===== config.mk =====
export PLATFORM = sky130hd
export DESIGN_NAME = adsr_envelope_shaper_top
export DESIGN_NICKNAME = d
export VERILOG_FILES = /design/src/hdl/adsr_pkg.sv /design/src/hdl/adsr_env_step.sv /design/src/hdl/adsr_scale.sv /design/src/hdl/adsr_envelope_shaper_top.sv
export SDC_FILE = /design/constraint.sdc
export NUM_CORES = 1
export LEC_CHECK = 0
export BUFFER_PORTS_ARGS = -buffer_cell sky130_fd_sc_hd__buf_2
export CAP_MARGIN = 25
export CORE_MARGIN = 2
export CORE_UTILIZATION = 58
export CTS_CLUSTER_SIZE = 8
export DETAILED_ROUTE_END_ITERATION = 6
export PLACE_DENSITY = 0.87
export SKIP_LAST_GASP = 1
export SLEW_MARGIN = 20
export SYNTH_ARGS = -nofsm -noshare
export SYNTH_HDL_FRONTEND = slang
export SYNTH_SLANG_ARGS = --single-unit

===== constraint.sdc =====
create_clock -name clock -period 6.05 [get_ports clock]
set_input_delay 1.21 -clock clock [delete_from_list [all_inputs] [get_ports clock]]
set_output_delay 1.21 -clock clock [all_outputs]
set_load 0.1 [all_outputs]

===== src/hdl/adsr_pkg.sv =====
// adsr_pkg: shared types, stage codes, register indexes and reset values
// for the adsr envelope shaper; no dependencies
`default_nettype none

package adsr_pkg;

   // default widths
   localparam int SAMPLE_BITS_DEF     = 16;
   localparam int LEVEL_FRAC_BITS_DEF = 24;

   // envelope stage codes
   localparam int STAGE_BITS = 3;
   typedef logic [STAGE_BITS-1:0] stage_type;
   localparam stage_type ST_ATTACK  = 3'd0;
   localparam stage_type ST_DECAY   = 3'd1;
   localparam stage_type ST_SUSTAIN = 3'd2;
   localparam stage_type ST_RELEASE = 3'd3;
   localparam stage_type ST_DONE    = 3'd4;

   // control register indexes
   localparam int CSR_INDEX_BITS = 2;
   typedef logic [CSR_INDEX_BITS-1:0] csr_index_type;
   localparam csr_index_type CSR_ATTACK_STEP   = 2'd0;
   localparam csr_index_type CSR_DECAY_STEP    = 2'd1;
   localparam csr_index_type CSR_SUSTAIN_LEVEL = 2'd2;
   localparam csr_index_type CSR_RELEASE_STEP  = 2'd3;

   // register reset values, as unsigned fractions of full scale
   localparam logic [31:0] ATTACK_STEP_RST   = 32'd1024;
   localparam logic [31:0] DECAY_STEP_RST    = 32'd512;
   localparam logic [31:0] SUSTAIN_LEVEL_RST = 32'd8388608;
   localparam logic [31:0] RELEASE_STEP_RST  = 32'd256;

   // user flag positions in the request tuser
   localparam int USER_KEY_DOWN = 0;
   localparam int USER_RESTART  = 1;
   localparam int USER_BITS     = 2;

endpackage : adsr_pkg

`default_nettype wire


===== src/hdl/adsr_env_step.sv =====
// adsr_env_step: envelope stage and level registers with the per-sample
// update logic; depends on adsr_pkg
`default_nettype none

module adsr_env_step
   import adsr_pkg::*;
#(
   parameter int LEVEL_FRAC_BITS = LEVEL_FRAC_BITS_DEF
) (
   input  wire logic                       clock,
   input  wire logic                       reset,
   input  wire logic                       step_en,
   input  wire logic                       key_down,
   input  wire logic                       restart,
   input  wire logic [LEVEL_FRAC_BITS-1:0] attack_step,
   input  wire logic [LEVEL_FRAC_BITS-1:0] decay_step,
   input  wire logic [LEVEL_FRAC_BITS-1:0] sustain_level,
   input  wire logic [LEVEL_FRAC_BITS-1:0] release_step,
   output logic      [LEVEL_FRAC_BITS-1:0] level_next,
   output stage_type                       stage_next
);

   localparam int F = LEVEL_FRAC_BITS;
   // 0.999 of full scale, rounded half up
   localparam logic [63:0] CLAMP_WIDE = (64'd999 * (64'd1 << F) + 64'd500) / 64'd1000;
   localparam logic [F-1:0] LVL_CLAMP = CLAMP_WIDE[F-1:0];

   logic [F-1:0] level_ff;
   stage_type    stage_ff;
   logic [F-1:0] cur_level;
   stage_type    cur_stage;
   logic [F:0]   attack_sum;
   logic [F-1:0] decay_lvl;

   // restart acts before the step
   assign cur_level  = restart ? '0 : level_ff;
   assign cur_stage  = restart ? ST_ATTACK : stage_ff;
   assign attack_sum = {1'b0, cur_level} + {1'b0, attack_step};
   assign decay_lvl  = (decay_step >= cur_level) ? '0 : cur_level - decay_step;

   always_comb begin
      level_next = '0;
      stage_next = cur_stage;
      unique case (cur_stage)
         ST_ATTACK: begin
            if (attack_sum[F]) begin
               level_next = LVL_CLAMP;
               stage_next = ST_DECAY;
            end else begin
               level_next = attack_sum[F-1:0];
               stage_next = ST_ATTACK;
            end
            if (!key_down) stage_next = ST_RELEASE;
         end
         ST_DECAY: begin
            level_next = decay_lvl;
            stage_next = (decay_lvl <= sustain_level) ? ST_SUSTAIN : ST_DECAY;
            if (!key_down) stage_next = ST_RELEASE;
         end
         ST_SUSTAIN: begin
            level_next = sustain_level;
            stage_next = key_down ? ST_SUSTAIN : ST_RELEASE;
         end
         ST_RELEASE: begin
            if (release_step >= cur_level) begin
               level_next = '0;
               stage_next = ST_DONE;
            end else begin
               level_next = cur_level - release_step;
               stage_next = ST_RELEASE;
            end
         end
         default: begin
            // done and unused codes hold at zero
            level_next = '0;
            stage_next = cur_stage;
         end
      endcase
   end

   always_ff @(posedge clock) begin
      if (reset) begin
         level_ff <= '0;
         stage_ff <= ST_ATTACK;
      end else if (step_en) begin
         level_ff <= level_next;
         stage_ff <= stage_next;
      end
   end

endmodule : adsr_env_step

`default_nettype wire


===== src/hdl/adsr_scale.sv =====
// adsr_scale: multiplies the sample by the envelope level, floors by the
// fraction width and holds the result word; depends on adsr_pkg
`default_nettype none

module adsr_scale
   import adsr_pkg::*;
#(
   parameter int SAMPLE_BITS     = SAMPLE_BITS_DEF,
   parameter int LEVEL_FRAC_BITS = LEVEL_FRAC_BITS_DEF
) (
   input  wire logic                       clock,
   input  wire logic                       reset,
   input  wire logic                       load,
   input  wire logic                       unload,
   input  wire logic [SAMPLE_BITS-1:0]     sample_in,
   input  wire logic [LEVEL_FRAC_BITS-1:0] level_in,
   input  wire stage_type                  stage_in,
   output logic                            valid,
   output logic      [SAMPLE_BITS-1:0]     sample_out,
   output logic      [LEVEL_FRAC_BITS-1:0] level_out,
   output stage_type                       stage_out
);

   localparam int F = LEVEL_FRAC_BITS;
   localparam int P = SAMPLE_BITS + F + 1;

   logic signed [P-1:0]          product;
   logic                         valid_ff;
   logic [SAMPLE_BITS-1:0]       sample_ff;
   logic [F-1:0]                 level_ff;
   stage_type                    stage_ff;

   // signed sample times unsigned level; the slice is the floored shift
   assign product = $signed({{(F+1){sample_in[SAMPLE_BITS-1]}}, sample_in})
                  * $signed({{SAMPLE_BITS{1'b0}}, 1'b0, level_in});

   always_ff @(posedge clock) begin
      if (reset) begin
         valid_ff <= 1'b0;
      end else if (load) begin
         valid_ff <= 1'b1;
      end else if (unload) begin
         valid_ff <= 1'b0;
      end
   end

   always_ff @(posedge clock) begin
      if (load) begin
         sample_ff <= product[F +: SAMPLE_BITS];
         level_ff  <= level_in;
         stage_ff  <= stage_in;
      end
   end

   assign valid      = valid_ff;
   assign sample_out = sample_ff;
   assign level_out  = level_ff;
   assign stage_out  = stage_ff;

endmodule : adsr_scale

`default_nettype wire


===== src/hdl/adsr_envelope_shaper_top.sv =====
// adsr_envelope_shaper_top: top level of the linear adsr envelope shaper
// depends on adsr_pkg, adsr_env_step and adsr_scale
`default_nettype none

// Linear attack/decay/sustain/release envelope applied to a sample stream.
// Each request word carries one signed sample plus the key_down and restart
// flags; each response word carries the scaled sample, the new envelope level
// (unsigned fraction, LEVEL_FRAC_BITS bits) and the stage code. The block
// takes one word per clock cycle while the response side is not stalled and
// answers each with exactly one word. The rate is set by the envelope update:
// stage and level are updated at the acceptance edge into the first-stage
// registers, and the multiply sits in the following stage in front of the
// response register. Slopes and the sustain level are to be written through
// the csr port while the stream is idle; the block does not enforce this.
// csr_wdata has exactly the level width.
module adsr_envelope_shaper_top
   import adsr_pkg::*;
#(
   parameter int SAMPLE_BITS     = SAMPLE_BITS_DEF,
   parameter int LEVEL_FRAC_BITS = LEVEL_FRAC_BITS_DEF,
   localparam int REQ_DATA_BITS  = ((SAMPLE_BITS + 7) / 8) * 8,
   localparam int RSP_FIELD_BITS = SAMPLE_BITS + LEVEL_FRAC_BITS + STAGE_BITS,
   localparam int RSP_DATA_BITS  = ((RSP_FIELD_BITS + 7) / 8) * 8
) (
   input  wire logic                       clock,
   input  wire logic                       reset,
   // request stream
   input  wire logic                       req_tvalid,
   output logic                            req_tready,
   input  wire logic [REQ_DATA_BITS-1:0]   req_tdata,  // sample_in, zero pad
   input  wire logic [USER_BITS-1:0]       req_tuser,  // key_down, restart
   // response stream
   output logic                            rsp_tvalid,
   input  wire logic                       rsp_tready,
   output logic      [RSP_DATA_BITS-1:0]   rsp_tdata,  // sample_out, level, stage, zero pad
   // control register writes
   input  wire logic                       csr_we,
   input  wire csr_index_type              csr_index,
   input  wire logic [LEVEL_FRAC_BITS-1:0] csr_wdata
);

   localparam int F = LEVEL_FRAC_BITS;
   localparam int S = SAMPLE_BITS;

   // control registers
   logic [F-1:0] attack_step_ff;
   logic [F-1:0] decay_step_ff;
   logic [F-1:0] sustain_level_ff;
   logic [F-1:0] release_step_ff;

   // first stage: updated envelope and the sample waiting for the multiply
   logic         s1_valid_ff;
   logic [S-1:0] s1_sample_ff;
   logic [F-1:0] s1_level_ff;
   stage_type    s1_stage_ff;

   logic         req_accept;
   logic         out_ready;
   logic         s1_ready;
   logic         out_load;
   logic [F-1:0] level_next;
   stage_type    stage_next;
   logic [S-1:0] rsp_sample;
   logic [F-1:0] rsp_level;
   stage_type    rsp_stage;

   always_ff @(posedge clock) begin
      if (reset) begin
         attack_step_ff   <= F'(ATTACK_STEP_RST);
         decay_step_ff    <= F'(DECAY_STEP_RST);
         sustain_level_ff <= F'(SUSTAIN_LEVEL_RST);
         release_step_ff  <= F'(RELEASE_STEP_RST);
      end else if (csr_we) begin
         unique case (csr_index)
            CSR_ATTACK_STEP:   attack_step_ff   <= csr_wdata;
            CSR_DECAY_STEP:    decay_step_ff    <= csr_wdata;
            CSR_SUSTAIN_LEVEL: sustain_level_ff <= csr_wdata;
            CSR_RELEASE_STEP:  release_step_ff  <= csr_wdata;
            default: ;
         endcase
      end
   end

   // each stage takes a word when it is empty or passing its own word on
   assign out_ready  = !rsp_tvalid || rsp_tready;
   assign s1_ready   = !s1_valid_ff || out_ready;
   assign req_tready = s1_ready;
   assign req_accept = req_tvalid && req_tready;
   assign out_load   = s1_valid_ff && out_ready;

   // envelope advances exactly once per accepted word
   adsr_env_step #(
      .LEVEL_FRAC_BITS (LEVEL_FRAC_BITS)
   ) u_env_step (
      .clock         (clock),
      .reset         (reset),
      .step_en       (req_accept),
      .key_down      (req_tuser[USER_KEY_DOWN]),
      .restart       (req_tuser[USER_RESTART]),
      .attack_step   (attack_step_ff),
      .decay_step    (decay_step_ff),
      .sustain_level (sustain_level_ff),
      .release_step  (release_step_ff),
      .level_next    (level_next),
      .stage_next    (stage_next)
   );

   always_ff @(posedge clock) begin
      if (reset) begin
         s1_valid_ff <= 1'b0;
      end else if (s1_ready) begin
         s1_valid_ff <= req_accept;
      end
   end

   always_ff @(posedge clock) begin
      if (req_accept) begin
         s1_sample_ff <= req_tdata[S-1:0];
         s1_level_ff  <= level_next;
         s1_stage_ff  <= stage_next;
      end
   end

   // multiply and response register
   adsr_scale #(
      .SAMPLE_BITS     (SAMPLE_BITS),
      .LEVEL_FRAC_BITS (LEVEL_FRAC_BITS)
   ) u_scale (
      .clock      (clock),
      .reset      (reset),
      .load       (out_load),
      .unload     (rsp_tready),
      .sample_in  (s1_sample_ff),
      .level_in   (s1_level_ff),
      .stage_in   (s1_stage_ff),
      .valid      (rsp_tvalid),
      .sample_out (rsp_sample),
      .level_out  (rsp_level),
      .stage_out  (rsp_stage)
   );

   assign rsp_tdata = RSP_DATA_BITS'({rsp_stage, rsp_level, rsp_sample});

endmodule : adsr_envelope_shaper_top

`default_nettype wire


==> impl_metrics.env <==
export IMPL_outcome="complete, but fails checks"
export IMPL_violations="setup timing"
export IMPL_place_ws_ns=-0.4303
export IMPL_finalHoldViolCount=0
export IMPL_root_buffer="clkbuf_16"
export IMPL_grt_util_all_layers_pct=33.34
export IMPL_dr_pass1_iters=5
export IMPL_die_h_um=209.2
export IMPL_grt_setup_unrepaired="true"
export IMPL_synth_edf_count=86
export IMPL_final_setup_viol_count=10
export IMPL_fp_dieW_um=209.2
export IMPL_clk_pin_slew_worst_paths_ns=0.07
export IMPL_r2r_start="s1_sample_ff[6]"
export IMPL_startpoint="s1_sample_ff[6]"
export IMPL_vdd_drop_max_mv=0.9333
export IMPL_vias=21330
export IMPL_via_per_inst=5.845
export IMPL_yosysWarningCount=0
export IMPL_postSynthAreaPerCell_um2=8.573
export IMPL_area_growth_pct=15.21
export IMPL_start_kind="flop"
export IMPL_holdCritPathClass="reg -> reg"
export IMPL_num_rows=75
export IMPL_hpwl_mm=56.39
export IMPL_cts_sinks=211
export IMPL_critical_path_max_fanout=8
export IMPL_grt_overflow_total=0
export IMPL_synth_distinct_cells=76
export IMPL_p_leak_nw=13.28
export IMPL_end_kind="flop"
export IMPL_fmax_mhz=158.6
export IMPL_max_slew_margin_pct=36.83
export IMPL_clock_tree_buffer_depth=3
export IMPL_drt_iter0_markers=2151
export IMPL_nNetsFinal=3674
export IMPL_routed_wl_mm=73.38
export IMPL_grt_pass1_wl_mm=114.4
export IMPL_hold_start="s1_stage_ff[1]"
export IMPL_antenna_found_initial=3
export IMPL_die_area_mm2=0.04378
export IMPL_critical_path_most_common_cell="fa_1"
export IMPL_clock_skew_ns=0.02794
export IMPL_grt_max_degree=77
export IMPL_numCtsBuffers=31
export IMPL_final_min_clock_period_ns=6.306
export IMPL_async_flop_share_pct=0
export IMPL_clock_latency_ns=0.61
export IMPL_cp_arrival_ns=6.64
export IMPL_worstMarginPinSlew_ns=0.9475
export IMPL_fill_cells=3098
export IMPL_wire_per_inst_um=20.10
export IMPL_p_per_area_mw_per_mm2=550.3
export IMPL_power_total_mw=15.49
export IMPL_grt_pass1_vias=21930
export IMPL_cpPeakStageDelay_ns=0.51
export IMPL_finalCritPeriodShare_pct=104.2
export IMPL_synth_cells=2850
export IMPL_synth_seq_cells=211
export IMPL_ant_nets=0
export IMPL_core_area_mm2=0.04176
export IMPL_crit_slowest_cell="fa_1"
export IMPL_final_max_slew_viol_count=0
export IMPL_htreeDepth=1
export IMPL_yosysSeqAreaShare_pct=20.81
export IMPL_netlist_area_mm2=0.02443
export IMPL_drcViolationCount=0
export IMPL_io_buffers=93
export IMPL_routabilityCongestion=1.006
export IMPL_setup_ws_ns=-0.2556
export IMPL_cts_tree="done"
export IMPL_crit_type="reg -> reg"
export IMPL_cap_violations=0
export IMPL_synth_ff_type="dfxtp_1"
export IMPL_required_ns=6.39
export IMPL_drive_gt1_share_pct=14.19
export IMPL_ios=99
export IMPL_initial_core_util_pct=58.51
per-layer routing:
layer / part of all wire (%) / vias up / global-route usage [%]
met5: 0 / - / 0
met4: 5.1 / 0 / 15.69
met3: 8.9 / 274 / 5.035
met2: 48 / 1140 / 56.64
met1: 38 / 10340 / 42.00
li1: - / 9581 / -
layout by cell type, fill, tap and decap left out, types with 86 or more instances in the layout:
cell type	count
ha_1	220
and2_1	161
buf_2	92
dfxtp_1	125
a21oi_1	178
edfxtp_1	86
buf_4	213
nor2_1	134
fa_1	297
inv_1	470
nand2_1	490
report_power, final:
part           switching (mW)  total (mW)  internal [mW]
Sequential             0.0678        1.94           1.87
Clock                   0.702        1.65          0.950
Combinational            6.60        11.9           5.30
timing repair:
item	4_1_cts	5_1_grt
hold buffers	0	0
endpoints found under the setup margin	13	15
buffers inserted	12	22
gates resized for setup	40	39
pin swaps	15	16
area by class of cell:
type	count	area, µm²	share of cell area (%)
inverter	476	1787	6.347
clock buffer	48	849.6	3.018
clock inverter	2	28.78	0.1022
tap	539	674.4	2.396
antenna	3	7.507	0.02667
timing repair buffer	331	2391	8.494
sequential	211	5085	18.06
multi-input combinational	2040	17330	61.55
flip-flops by register name (all words and copies together) (netlist names):
register and cells:
sustain_level_ff 24, u_env_step.level_ff 24, s1_sample_ff 16, decay_step_ff 24, u_scale.stage_out 3, u_scale.level_out 24, s1_stage_ff 3, s1_level_ff 24
u_env_step.stage_ff 3, release_step_ff 24, s1_valid_ff 1, attack_step_ff 24, u_scale.sample_out 16, u_scale.valid 1
cells in the mapped netlist, types with 5 or more instances:
cell type    n  share of area, %
nand2_1    494               7.6
inv_1      475               7.3
fa_1       308                25
ha_1       226                12
a21oi_1    186               3.8
and2_1     164               4.2
nor2_1     136               2.1
dfxtp_1    125                10
clkbuf_1   110               1.7
edfxtp_1    86                11
o21ai_0     57               1.2
nor2b_1     41               1.0
a21o_1      38               1.2
xnor2_1     38               1.4
nor3_1      35              0.72
xor2_1      34               1.2
nand4_1     27              0.69
o21a_1      22              0.68
nand3_1     21              0.43
nand2b_1    19              0.49
a211oi_1    15              0.46
a31oi_1     13              0.33
o21bai_1    13              0.40
o31ai_1     13              0.40
o2111ai_1   10              0.36
o211ai_1     9              0.28
and3_1       8              0.20
buf_2        8              0.16
a311oi_1     7              0.25
and4_1       7              0.25
nor3b_1      7              0.22
or3_1        7              0.18
a211o_1      6              0.22
buf_4        5              0.15
nand3b_1     5              0.15
final timing paths:
kind / endpoint / slack, ns / cells after the start
max: u_scale.sample_out[14] / -0.26 / 25
min: u_scale.stage_out[1] / 0.42 / 0
max reg2reg: u_scale.sample_out[14] / -0.26 / 25
min reg2reg: u_scale.stage_out[1] / 0.42 / 0
worst max-delay path, delay by kind of cell, from the launching register on:
family	cells	cell delay, ns
compound gates	5	0.87
xor+xnor	1	0.12
fa+ha+maj	7	3.23
buf+inv	8	0.93
flops	1	0.47
simple gates	4	0.41
kinds of logic (layout without fill, tap and decap cells):
logic type / Yosys count / count (layout) / synth area share [%]
AND/OR/NAND/NOR: 985 / 985 / 18.68
buffers and inverters: 603 / 857 / 9.443
adder cells (fa/ha/maj): 534 / 534 / 36.81
AO/OA/AOI/OAI: 442 / 442 / 11.58
flip-flops: 211 / 211 / 20.81
XOR/XNOR: 72 / 72 / 2.581
multiplexers: 2 / 2 / 0.08194
other: 1 / 8 / 0.01535
per-stage QoR:
stage / area [µm²] / hold slack [ns] / TNS, ns / utilization, % / instances
final: 28150 / 0.4152 / -1.495 / 67.41 / 3650
after global routing: 28150 / 0.4315 / -3.799 / 67.41 / 3650
after CTS: 27810 / 0.4173 / -0.3378 / 66.60 / 3622
after detailed placement: 26660 / 0.4102 / -2.732 / 63.85 / 3560
after global placement: 26660 / 0.4088 / -1.062 / 63.84 / 3560
after floorplan: 24450 / 0.4003 / 0 / - / 2854
Note: power is estimated with default switching activity, not from simulation.
